==> src/hdl/wfmc_pkg.sv <==
// ----------------------------------------------------------------------------
// wfmc_pkg
// Shared constants for the wall-follow motion controller.
// ----------------------------------------------------------------------------
package wfmc_pkg;

  localparam logic [1:0] MODE_SEARCH   = 2'd0;
  localparam logic [1:0] MODE_APPROACH = 2'd1;
  localparam logic [1:0] MODE_ALIGN    = 2'd2;
  localparam logic [1:0] MODE_FOLLOW   = 2'd3;

  localparam logic [2:0] REG_DESIRED = 3'd0;
  localparam logic [2:0] REG_STOP    = 3'd1;
  localparam logic [2:0] REG_MAXANG  = 3'd2;
  localparam logic [2:0] REG_SAFE    = 3'd3;
  localparam logic [2:0] REG_MAXLIN  = 3'd4;
  localparam logic [2:0] REG_KPD     = 3'd5;
  localparam logic [2:0] REG_KPA     = 3'd6;

  // Operand widths of the serial units
  localparam int MulW = 32;   // multiplier operand width
  localparam int ProdW = 64;  // product width
  localparam int DivW = 48;   // dividend / quotient width
  localparam int DenW = 24;   // divisor width

endpackage

==> src/hdl/wfmc_mul.sv <==
// ----------------------------------------------------------------------------
// wfmc_mul
// Bit-serial unsigned shift-add multiplier, one multiplier bit per cycle.
// ----------------------------------------------------------------------------
module wfmc_mul
  import wfmc_pkg::*;
(
  input  logic             clk,
  input  logic             rst_n,
  input  logic             start,
  input  logic [MulW-1:0]  a,
  input  logic [MulW-1:0]  b,
  output logic             done,
  output logic [ProdW-1:0] prod
);

  logic [ProdW-1:0] acc_r, acc_nxt, mcand_r, mcand_nxt;
  logic [MulW-1:0]  mplier_r, mplier_nxt;
  logic [5:0]       cnt_r, cnt_nxt;
  logic             busy_r, busy_nxt, done_r, done_nxt;

  // one partial product per cycle
  always_comb begin
    acc_nxt = acc_r; mcand_nxt = mcand_r; mplier_nxt = mplier_r;
    cnt_nxt = cnt_r; busy_nxt = busy_r; done_nxt = 1'b0;
    if (start) begin
      acc_nxt = '0; mcand_nxt = {{(ProdW-MulW){1'b0}}, a}; mplier_nxt = b;
      cnt_nxt = 6'(MulW); busy_nxt = 1'b1;
    end else if (busy_r) begin
      if (mplier_r[0]) acc_nxt = acc_r + mcand_r;
      mcand_nxt = mcand_r << 1;
      mplier_nxt = mplier_r >> 1;
      cnt_nxt = cnt_r - 6'd1;
      if (cnt_r == 6'd1) begin
        busy_nxt = 1'b0; done_nxt = 1'b1;
      end
    end
  end

  always_ff @(posedge clk) begin
    if (!rst_n) begin
      busy_r <= 1'b0; done_r <= 1'b0; cnt_r <= '0;
    end else begin
      busy_r <= busy_nxt; done_r <= done_nxt; cnt_r <= cnt_nxt;
    end
    acc_r <= acc_nxt; mcand_r <= mcand_nxt; mplier_r <= mplier_nxt;
  end

  assign done = done_r;
  assign prod = acc_r;

endmodule

==> src/hdl/wfmc_div.sv <==
// ----------------------------------------------------------------------------
// wfmc_div
// Bit-serial restoring divider, one quotient bit per cycle.
// ----------------------------------------------------------------------------
module wfmc_div
  import wfmc_pkg::*;
(
  input  logic            clk,
  input  logic            rst_n,
  input  logic            start,
  input  logic [DivW-1:0] num,
  input  logic [DenW-1:0] den,
  output logic            done,
  output logic [DivW-1:0] quo
);

  logic [DivW-1:0] q_r, q_nxt;
  logic [DenW:0]   rem_r, rem_nxt, trial;
  logic [DenW-1:0] den_r, den_nxt;
  logic [5:0]      cnt_r, cnt_nxt;
  logic            busy_r, busy_nxt, done_r, done_nxt;

  always_comb begin
    trial = {rem_r[DenW-1:0], q_r[DivW-1]};
    q_nxt = q_r; rem_nxt = rem_r; den_nxt = den_r;
    cnt_nxt = cnt_r; busy_nxt = busy_r; done_nxt = 1'b0;
    if (start) begin
      q_nxt = num; rem_nxt = '0; den_nxt = den;
      cnt_nxt = 6'(DivW); busy_nxt = 1'b1;
    end else if (busy_r) begin
      // shift in the next dividend bit and try a subtract
      if (trial >= {1'b0, den_r}) begin
        rem_nxt = trial - {1'b0, den_r};
        q_nxt = {q_r[DivW-2:0], 1'b1};
      end else begin
        rem_nxt = trial;
        q_nxt = {q_r[DivW-2:0], 1'b0};
      end
      cnt_nxt = cnt_r - 6'd1;
      if (cnt_r == 6'd1) begin
        busy_nxt = 1'b0; done_nxt = 1'b1;
      end
    end
  end

  always_ff @(posedge clk) begin
    if (!rst_n) begin
      busy_r <= 1'b0; done_r <= 1'b0; cnt_r <= '0;
    end else begin
      busy_r <= busy_nxt; done_r <= done_nxt; cnt_r <= cnt_nxt;
    end
    q_r <= q_nxt; rem_r <= rem_nxt; den_r <= den_nxt;
  end

  assign done = done_r;
  assign quo = q_r;

endmodule

==> src/hdl/wall_follow_motion_controller_top.sv <==
// ----------------------------------------------------------------------------
// wall_follow_motion_controller_top
// Four-mode wall-follow controller with serial multiplier and divider.
// ----------------------------------------------------------------------------
//  channel  | signals                       | transfer when
//  ---------+-------------------------------+------------------------------
//  in       | in_valid/in_stall + fields    | in_valid && !in_stall
//  out      | out_valid/out_stall + fields  | out_valid && !out_stall
//  cfg      | APB psel/penable/pwrite/...   | psel&penable&pwrite
//
// Search, approach and align pass through PRE, FIN and OUT for each fix. Follow
// adds three 32-bit multiplies on the shared serial multiplier and one 48-bit
// divide on the serial divider before FIN and OUT. Input is taken
// only while no fix is in work; a waiting result sits in the output register
// and a stalled output holds the next fix back. Reset is synchronous active
// low and restores the configuration, sequencer and mode state; work and data registers are not reset.
module wall_follow_motion_controller_top
  import wfmc_pkg::*;
(
  input  logic               clk,
  input  logic               rst_n,
  input  logic               in_valid,
  output logic               in_stall,
  input  logic [13:0]        in_front_clearance_mm,
  input  logic [13:0]        in_left_clearance_mm,
  input  logic [13:0]        in_right_clearance_mm,
  input  logic signed [14:0] in_wall_offset_mm,
  input  logic signed [12:0] in_heading_error_mrad,
  input  logic               in_left_wall_seen,
  input  logic               in_right_wall_seen,
  input  logic               in_front_wall_seen,
  input  logic [15:0]        in_elapsed_ms,
  output logic               out_valid,
  input  logic               out_stall,
  output logic [9:0]         out_forward_mm_s,
  output logic signed [12:0] out_turn_mrad_s,
  output logic [31:0]        out_command_number,
  output logic [1:0]         out_mode_now,
  input  logic               cfg_psel,
  input  logic               cfg_penable,
  input  logic               cfg_pwrite,
  input  logic [4:0]         cfg_paddr,
  input  logic [31:0]        cfg_pwdata,
  output logic [31:0]        cfg_prdata,
  output logic               cfg_pready
);

  localparam logic [3:0] S_IDLE = 4'd0, S_PRE = 4'd1, S_M1 = 4'd2, S_M1W = 4'd3,
                         S_M2 = 4'd4, S_M2W = 4'd5, S_TURN = 4'd6, S_M3 = 4'd7,
                         S_M3W = 4'd8, S_DIV = 4'd9, S_DIVW = 4'd10,
                         S_FIN = 4'd11, S_OUT = 4'd12;

  // ---------------- configuration registers
  logic [13:0] desired_r, stop_r;
  logic [11:0] maxang_r;
  logic [9:0]  safe_r, maxlin_r;
  logic [15:0] kpd_r, kpa_r;
  logic        cfg_wr;
  logic [2:0]  cfg_idx;

  assign cfg_pready = 1'b1;
  assign cfg_wr = cfg_psel && cfg_penable && cfg_pwrite;
  assign cfg_idx = cfg_paddr[4:2];

  always_ff @(posedge clk) begin
    if (!rst_n) begin
      desired_r <= 14'd500; stop_r <= 14'd300; maxang_r <= 12'd1000;
      safe_r <= 10'd200; maxlin_r <= 10'd300; kpd_r <= 16'd256; kpa_r <= 16'd256;
    end else if (cfg_wr) begin
      case (cfg_idx)
        REG_DESIRED: desired_r <= cfg_pwdata[13:0];
        REG_STOP:    stop_r <= cfg_pwdata[13:0];
        REG_MAXANG:  maxang_r <= cfg_pwdata[11:0];
        REG_SAFE:    safe_r <= cfg_pwdata[9:0];
        REG_MAXLIN:  maxlin_r <= cfg_pwdata[9:0];
        REG_KPD:     kpd_r <= cfg_pwdata[15:0];
        REG_KPA:     kpa_r <= cfg_pwdata[15:0];
        default: ;
      endcase
    end
  end

  // readback
  always_comb begin
    cfg_prdata = '0;
    case (cfg_idx)
      REG_DESIRED: cfg_prdata = {18'd0, desired_r};
      REG_STOP:    cfg_prdata = {18'd0, stop_r};
      REG_MAXANG:  cfg_prdata = {20'd0, maxang_r};
      REG_SAFE:    cfg_prdata = {22'd0, safe_r};
      REG_MAXLIN:  cfg_prdata = {22'd0, maxlin_r};
      REG_KPD:     cfg_prdata = {16'd0, kpd_r};
      REG_KPA:     cfg_prdata = {16'd0, kpa_r};
      default:     cfg_prdata = '0;
    endcase
  end

  // ---------------- state
  logic [3:0]  st_r, st_nxt;
  logic [1:0]  mode_r, mode_nxt;
  logic [15:0] tmr_r, tmr_nxt;
  logic [9:0]  lastf_r, lastf_nxt;
  logic        seen_r, seen_nxt;
  logic [31:0] seq_r, seq_nxt;

  // latched fix
  logic [13:0]        front_r;
  logic signed [14:0] off_r;
  logic signed [12:0] h_r;
  logic               flag_r;
  logic [15:0]        el_r;

  // work registers
  logic [7:0]         dt_r, dt_nxt;
  logic signed [31:0] s_r, s_nxt;        // follow steering sum
  logic signed [14:0] ang_r, ang_nxt;
  logic [10:0]        lin_r, lin_nxt;
  logic [1:0]         fmode_r, fmode_nxt; // mode as computed by rule
  logic [31:0]        tmp_r, tmp_nxt;    // safe*c

  logic [9:0]         of_r;
  logic signed [12:0] ot_r;
  logic [31:0]        on_r;
  logic [1:0]         om_r;
  logic               ov_r, ov_nxt, load_out;

  // serial units
  logic               mul_start, mul_done, div_start, div_done;
  logic [MulW-1:0]    ma, mb;
  logic [ProdW-1:0]   mp;
  logic [DivW-1:0]    dn, dq;
  logic [DenW-1:0]    dd;

  wfmc_mul u_mul (.clk, .rst_n, .start(mul_start), .a(ma), .b(mb),
                  .done(mul_done), .prod(mp));
  wfmc_div u_div (.clk, .rst_n, .start(div_start), .num(dn), .den(dd),
                  .done(div_done), .quo(dq));

  assign in_stall = (st_r != S_IDLE);
  logic in_acc;
  assign in_acc = in_valid && !in_stall;

  always_ff @(posedge clk) begin
    if (in_acc) begin
      front_r <= in_front_clearance_mm; off_r <= in_wall_offset_mm;
      h_r <= in_heading_error_mrad; el_r <= in_elapsed_ms;
      flag_r <= in_left_wall_seen | in_right_wall_seen | in_front_wall_seen;
    end
  end

  // ---------------- combinational helpers
  logic [14:0]        absd;
  logic [12:0]        absh;
  logic signed [16:0] dapp, err;
  logic signed [15:0] h3;
  logic signed [14:0] hq;
  logic [16:0]        tsum;
  logic [15:0]        tcur;
  logic [31:0]        sabs;
  logic [23:0]        mag;
  logic signed [24:0] angr;
  logic [12:0]        maxa2;
  logic [12:0]        tfac;
  logic signed [14:0] cdiff;
  logic [9:0]         cc;
  logic [23:0]        den;
  logic [8:0]         dlt;
  logic [19:0]        lapp;
  logic signed [12:0] lo, hi;
  logic signed [12:0] linc;

  always_comb begin
    absd = off_r[14] ? 15'(-off_r) : 15'(off_r);
    absh = h_r[12] ? 13'(-h_r) : 13'(h_r);
    dapp = $signed({2'b0, absd}) - $signed({3'b0, desired_r});
    err  = $signed({3'b0, desired_r}) - $signed({2'b0, absd});
    h3 = -(16'(h_r) * 16'sd3);
    hq = 15'(h3 / 16'sd2);
    // 2d/5 by reciprocal, exact over the 250..500 range where it is used
    lapp = (20'(dapp[9:0]) * 20'd410) >> 10;
    tcur = (front_r < stop_r) ? 16'd0 : tmr_r;
    tsum = {1'b0, tcur} + {9'd0, dt_r};
    sabs = s_r[31] ? 32'(-s_r) : 32'(s_r);
    mag = 24'((sabs + 32'd128) >> 8);
    angr = s_r[31] ? -$signed({1'b0, mag}) : $signed({1'b0, mag});
    maxa2 = {maxang_r, 1'b0};
    tfac = (maxang_r == 12'd0) ? 13'd1
         : maxa2 - (ang_r[14] ? 13'(-ang_r) : 13'(ang_r));
    cdiff = $signed({1'b0, front_r}) - $signed({1'b0, stop_r});
    cc = cdiff[14] ? 10'd0 : (cdiff > 15'sd800 ? 10'd800 : 10'(cdiff));
    den = (maxang_r == 12'd0) ? 24'd800 : 24'(maxa2) * 24'd800;
    // 3*dt/10 by reciprocal, exact for dt up to 200
    dlt = 9'((18'(dt_r) * 18'd615) >> 11);
    lo = $signed({3'b0, lastf_r}) - $signed({4'b0, dlt});
    hi = $signed({3'b0, lastf_r}) + $signed({4'b0, dlt});
    linc = $signed({2'b0, lin_r});
    if (linc < lo) linc = lo;
    if (linc > hi) linc = hi;
  end

  // ---------------- sequencer
  always_comb begin
    st_nxt = st_r; mode_nxt = mode_r; tmr_nxt = tmr_r; lastf_nxt = lastf_r;
    seen_nxt = seen_r; seq_nxt = seq_r; dt_nxt = dt_r; s_nxt = s_r;
    ang_nxt = ang_r; lin_nxt = lin_r; fmode_nxt = fmode_r; tmp_nxt = tmp_r;
    mul_start = 1'b0; div_start = 1'b0;
    ma = '0; mb = '0; dn = '0; dd = den;
    load_out = 1'b0; ov_nxt = ov_r && out_stall;
    case (st_r)
      S_IDLE: if (in_acc) begin
        st_nxt = S_PRE;
        dt_nxt = !seen_r ? 8'd50 : (in_elapsed_ms < 16'd10 ? 8'd10 :
                 (in_elapsed_ms > 16'd200 ? 8'd200 : 8'(in_elapsed_ms)));
        seen_nxt = 1'b1;
      end
      S_PRE: begin
        // obstacle override and timer
        tmr_nxt = tsum[16] ? 16'hFFFF : tsum[15:0];
        fmode_nxt = (front_r < stop_r) ? MODE_SEARCH : mode_r;
        lin_nxt = '0; ang_nxt = '0;
        st_nxt = S_FIN;
        case ((front_r < stop_r) ? MODE_SEARCH : mode_r)
          MODE_SEARCH: begin
            ang_nxt = 15'sd450;
            if (flag_r) begin fmode_nxt = MODE_APPROACH; tmr_nxt = '0; end
          end
          MODE_APPROACH: begin
            if (dapp < 17'sd150) begin
              fmode_nxt = MODE_ALIGN; tmr_nxt = '0;
            end else begin
              lin_nxt = (dapp > 17'sd500) ? 11'd200 :
                        (dapp < 17'sd250 ? 11'd100 : 11'(lapp));
              ang_nxt = (hq > 15'sd800) ? 15'sd800 : (hq < -15'sd800 ? -15'sd800 : hq);
            end
          end
          MODE_ALIGN: begin
            if (absh <= 13'd523 || (tsum[16] ? 16'hFFFF : tsum[15:0]) > 16'd10000) begin
              fmode_nxt = MODE_FOLLOW; tmr_nxt = '0;
            end else begin
              lin_nxt = (absh >= 13'd1048) ? 11'd150 : 11'd80;
              ang_nxt = (hq > 15'sd600) ? 15'sd600 : (hq < -15'sd600 ? -15'sd600 : hq);
            end
          end
          default: st_nxt = S_M1;
        endcase
      end
      S_M1: begin
        // kp_distance * |err|
        mul_start = 1'b1;
        ma = {16'd0, kpd_r};
        mb = 32'(err[16] ? 17'(-err) : 17'(err));
        st_nxt = S_M1W;
      end
      S_M1W: if (mul_done) begin
        s_nxt = ((err[16] ^ off_r[14]) && (err != 0)) ? -$signed(mp[31:0])
                                                      : $signed(mp[31:0]);
        st_nxt = S_M2;
      end
      S_M2: begin
        mul_start = 1'b1;
        ma = {16'd0, kpa_r};
        mb = {19'd0, absh};
        st_nxt = S_M2W;
      end
      S_M2W: if (mul_done) begin
        s_nxt = h_r[12] ? s_r - $signed(mp[31:0]) : s_r + $signed(mp[31:0]);
        st_nxt = S_TURN;
      end
      S_TURN: begin
        if (angr > $signed({13'd0, maxang_r})) ang_nxt = $signed({3'b0, maxang_r});
        else if (angr < -$signed({13'd0, maxang_r})) ang_nxt = -$signed({3'b0, maxang_r});
        else ang_nxt = 15'(angr);
        tmp_nxt = 32'(safe_r) * 32'(cc);
        st_nxt = S_M3;
      end
      S_M3: begin
        mul_start = 1'b1;
        ma = tmp_r; mb = {19'd0, tfac};
        st_nxt = S_M3W;
      end
      S_M3W: if (mul_done) st_nxt = S_DIV;
      S_DIV: begin
        div_start = 1'b1;
        dn = mp[DivW-1:0];
        st_nxt = S_DIVW;
      end
      S_DIVW: if (div_done) begin
        lin_nxt = (dq > 48'(maxlin_r)) ? {1'b0, maxlin_r} : 11'(dq);
        if (absd > 15'd2500 || absd < 15'd200) begin
          fmode_nxt = MODE_SEARCH; tmr_nxt = '0;
        end
        st_nxt = S_FIN;
      end
      S_FIN: begin
        // slew limit and commit
        lastf_nxt = 10'(linc);
        mode_nxt = fmode_r;
        seq_nxt = seq_r + 32'd1;
        st_nxt = S_OUT;
      end
      S_OUT: if (!ov_r || !out_stall) begin
        load_out = 1'b1; ov_nxt = 1'b1; st_nxt = S_IDLE;
      end
      default: st_nxt = S_IDLE;
    endcase
  end

  always_ff @(posedge clk) begin
    if (!rst_n) begin
      st_r <= S_IDLE; mode_r <= MODE_SEARCH; tmr_r <= '0; lastf_r <= '0;
      seen_r <= 1'b0; seq_r <= '0; ov_r <= 1'b0;
    end else begin
      st_r <= st_nxt; mode_r <= mode_nxt; tmr_r <= tmr_nxt; lastf_r <= lastf_nxt;
      seen_r <= seen_nxt; seq_r <= seq_nxt; ov_r <= ov_nxt;
    end
    dt_r <= dt_nxt; s_r <= s_nxt; ang_r <= ang_nxt; lin_r <= lin_nxt;
    fmode_r <= fmode_nxt; tmp_r <= tmp_nxt;
    if (load_out) begin
      of_r <= lastf_r; ot_r <= 13'(ang_r); on_r <= seq_r; om_r <= mode_r;
    end
  end

  assign out_valid = ov_r;
  assign out_forward_mm_s = of_r;
  assign out_turn_mrad_s = ot_r;
  assign out_command_number = on_r;
  assign out_mode_now = om_r;

  // ---------------- assertions
  a_out_hold: assert property (@(posedge clk) disable iff (!rst_n)
    out_valid && out_stall |=> out_valid && $stable(out_command_number))
    else $error("result changed while stalled");
  a_one_start: assert property (@(posedge clk) disable iff (!rst_n)
    !(mul_start && div_start)) else $error("both units started");
  a_seq_step: assert property (@(posedge clk) disable iff (!rst_n)
    st_r == S_FIN |=> seq_r == $past(seq_r) + 32'd1)
    else $error("sequence count did not advance");
  a_busy_stall: assert property (@(posedge clk) disable iff (!rst_n)
    st_r != S_IDLE |-> in_stall) else $error("input taken while busy");

endmodule
==> config.mk <==
export PLATFORM = sky130hd
export DESIGN_NAME = wall_follow_motion_controller_top
export DESIGN_NICKNAME = d
export VERILOG_FILES = /design/src/hdl/wfmc_pkg.sv /design/src/hdl/wfmc_mul.sv /design/src/hdl/wfmc_div.sv /design/src/hdl/wall_follow_motion_controller_top.sv
export SDC_FILE = /design/constraint.sdc
export NUM_CORES = 2
export LEC_CHECK = 0
export ABC_AREA = 0
export BUFFER_PORTS_ARGS = -buffer_cell sky130_fd_sc_hd__buf_4
export CORE_MARGIN = 5
export CORE_UTILIZATION = 60
export CTS_CLUSTER_DIAMETER = 40
export DETAILED_ROUTE_END_ITERATION = 10
export PLACE_DENSITY = 0.81
export SYNTH_ARGS = -nofsm -noshare
export SYNTH_HDL_FRONTEND = slang
export SYNTH_HIERARCHICAL = 1
export SYNTH_SLANG_ARGS = --single-unit
==> constraint.sdc <==
create_clock -name clk -period 11.94 [get_ports clk]
set_input_delay 1.194 -clock clk [delete_from_list [all_inputs] [get_ports clk]]
set_output_delay 1.194 -clock clk [all_outputs]
set_load 0.05 [all_outputs]
==> metrics.yaml <==
slowest_delay_ns: 0.66
cts_sinks: 585
period_minus_slack_ns: 10.90
grt_max_degree: 96
antenna_found_initial: 1
fin_crit_sh_pct: 91.3
r2r_cells: 48
max_cap_violations: 0
cp-end-kind: "flop"
dieArea_sq_um: 88500
cts_resized: 0
start_util_pct: 60.5
cts_tree: "done"
firstDrtPassIters: 8
gr-total-overflow: 0
area.growth.synth_to_final_pct: 10.6
num_rows: 105
grt_pass1_vias: 41277
clock_tree.root_cell: "clkbuf_16"
totalWireLength_um: 134000
required_ns: 12.54
pre_cts_slack_ns: 1.15
tns_ns: 0
rsz0062_at_grt: "false"
cts_buffers: 95
power_leakage_nw: 23.3
cp-start-kind: "flop"
wl_per_cell_um: 19.6
vias: 42176
max_freq_mhz: 91.8
status: "finished, final reports clean"
die_h_um: 298
p_per_area_nw_per_um2: 303
drive_gt1_share_pct: 10.4
postCtsSetupBuffers: 0
clock_path_buffers: 3
hold_depth: 2
portBuffers: 161
maxSlewViolCount: 0
die_x_um: 298
finalHoldViolCount: 0
min-delay-start: "tmr_r[0]$_SDFFE_PN0P_"
skew_ns: 0.0640
critPathKind: "flop to flop"
cts_hold_buf: 0
crit_top_cell: "o21a_1"
place_congestion: 1.00
io_pins: 225
holdWs_ns: 0.455
total_power_mw: 16.6
grtUsageTotal_pct: 29.2
setup_viol: 0
r2r-end: "lastf_r[2]$_SDFFE_PN0P_"
ant_nets: 0
r2r_start: "dt_r[5]$_SDFFCE_PN1P_"
worstPathMaxFanout: 13
drt_iter0_markers: 4075
hp-class: "flop to flop"
hpwl_um: 99700
synth.cell_area_sq_um: 49600
reg2reg_slack_ns: 1.04
drcViolationCount: 0
layout.nets: 6442
htreeDepth: 3
worst_pin_slew_ns: 1.29
routed_via_density: 6.17
fin_area_sq_um: 54800
dpl_cell_area_sq_um: 51500
slew_headroom_pct: 13.7
coreArea_sq_um: 82000
clkLatencyLatePin_ns: 0.70
vdd_ir_drop_max_uv: 482
grt_pass1_wl_um: 214000
cp.arrival_ns: 11.50
synthCells: 5603
crit_slowest_cell: "ha_1"
clk_pin_slew_worst_paths_ns: 0.06
syn_area_per_cell_sq_um: 8.85
fin_ws_ns: 1.04
synth_warnings: 6
holdPathEnd: "tmr_r[0]$_SDFFE_PN0P_"
==> critical path: cells and delay by family, from the launching register on <==
kind	cells	cell delay, ns
compound gates	27	4.81
xor+xnor	1	0.24
fa+ha+maj	10	4.25
buf+inv	5	0.43
flops	1	0.50
simple gates	5	0.59
==> layer usage <==
layer,share of wire [%],global-route usage (%),wire length [um]
met1,41,37.1,54800
met3,7.2,4.35,9590
met4,5.5,14.5,7310
met2,46,48.6,62200
met5,0.0097,0,13
==> how the worst max path moves through the flow <==
stage | start | endpoint | slack (ns) | depth (start not counted)
floorplan | dt_r[5]$_SDFFCE_PN1P_ | lastf_r[7]$_SDFFE_PN0P_ | 1.89 | 49
global placement | dt_r[5]$_SDFFCE_PN1P_ | lastf_r[2]$_SDFFE_PN0P_ | 1.35 | 48
detailed placement | dt_r[5]$_SDFFCE_PN1P_ | lastf_r[2]$_SDFFE_PN0P_ | 1.15 | 48
CTS | dt_r[5]$_SDFFCE_PN1P_ | lastf_r[2]$_SDFFE_PN0P_ | 1.01 | 48
global route | dt_r[5]$_SDFFCE_PN1P_ | lastf_r[2]$_SDFFE_PN0P_ | 0.50 | 48
finish | dt_r[5]$_SDFFCE_PN1P_ | lastf_r[2]$_SDFFE_PN0P_ | 1.04 | 48
==> state kept, by name, indices dropped and copies added (netlist names), 11 cells and up <==
| register | flops |
|---|---|
| u_div/quo | 48 |
| u_mul/mcand_r | 48 |
| u_mul/prod | 48 |
| out_command_number | 32 |
| s_r | 32 |
| seq_r | 32 |
| u_mul/mplier_r | 32 |
| u_div/den_r | 24 |
| u_div/rem_r | 24 |
| tmp_r | 20 |
| kpa_r | 16 |
| kpd_r | 16 |
| tmr_r | 16 |
| off_r | 15 |
| ang_r | 14 |
| desired_r | 14 |
| front_r | 14 |
| stop_r | 14 |
| h_r | 13 |
| out_turn_mrad_s | 13 |
| maxang_r | 12 |
| lin_r | 11 |
==> where the power goes <==
part	internal [mW]	leakage (nW)	total (mW)	switching (mW)
sequential	2.75	5.03	3.16	0.410
clock	1.68	1.60	2.82	1.14
combinational	4.39	16.7	10.6	6.24
==> placed cells by master (no fill, tap or decap), types with 39 or more instances in the layout <==
| cell type | n |
|---|---|
| a21boi_0 | 106 |
| a21o_1 | 55 |
| a21oi_1 | 340 |
| a31oi_1 | 41 |
| and2_1 | 84 |
| and3_1 | 110 |
| buf_4 | 202 |
| clkbuf_16 | 97 |
| conb_1 | 52 |
| dfxtp_1 | 262 |
| edfxtp_1 | 323 |
| fa_1 | 112 |
| ha_1 | 517 |
| inv_1 | 439 |
| mux2_2 | 117 |
| mux2i_1 | 95 |
| nand2_1 | 569 |
| nand2b_1 | 48 |
| nand3_1 | 134 |
| nand4_1 | 44 |
| nor2_1 | 393 |
| nor2b_1 | 65 |
| nor3_1 | 100 |
| o211ai_1 | 47 |
| o21a_1 | 63 |
| o21ai_0 | 232 |
| o21bai_1 | 39 |
| or3_1 | 45 |
| xnor2_1 | 278 |
| xor2_1 | 112 |
==> area by class of cell <==
| cell class | instances | area (sq um) |
|---|---|---|
| timing repair buffer | 202 | 1520 |
| tap | 1070 | 1340 |
| clock inverter | 75 | 841 |
| multi-input combinational | 4354 | 32000 |
| fill | 6473 | 27100 |
| antenna | 1 | 2.50 |
| inverter | 442 | 1660 |
| sequential | 585 | 14900 |
| clock buffer | 105 | 2510 |
==> metrics by stage <==
stage	utilization, %	cells
2_1_floorplan	-	5653
3_3_place_gp	62.8	6653
3_5_place_dp	62.8	6653
4_1_cts	66.9	6833
5_1_grt	66.9	6833
6_report	66.9	6834
(Power assumes the default switching activity.)
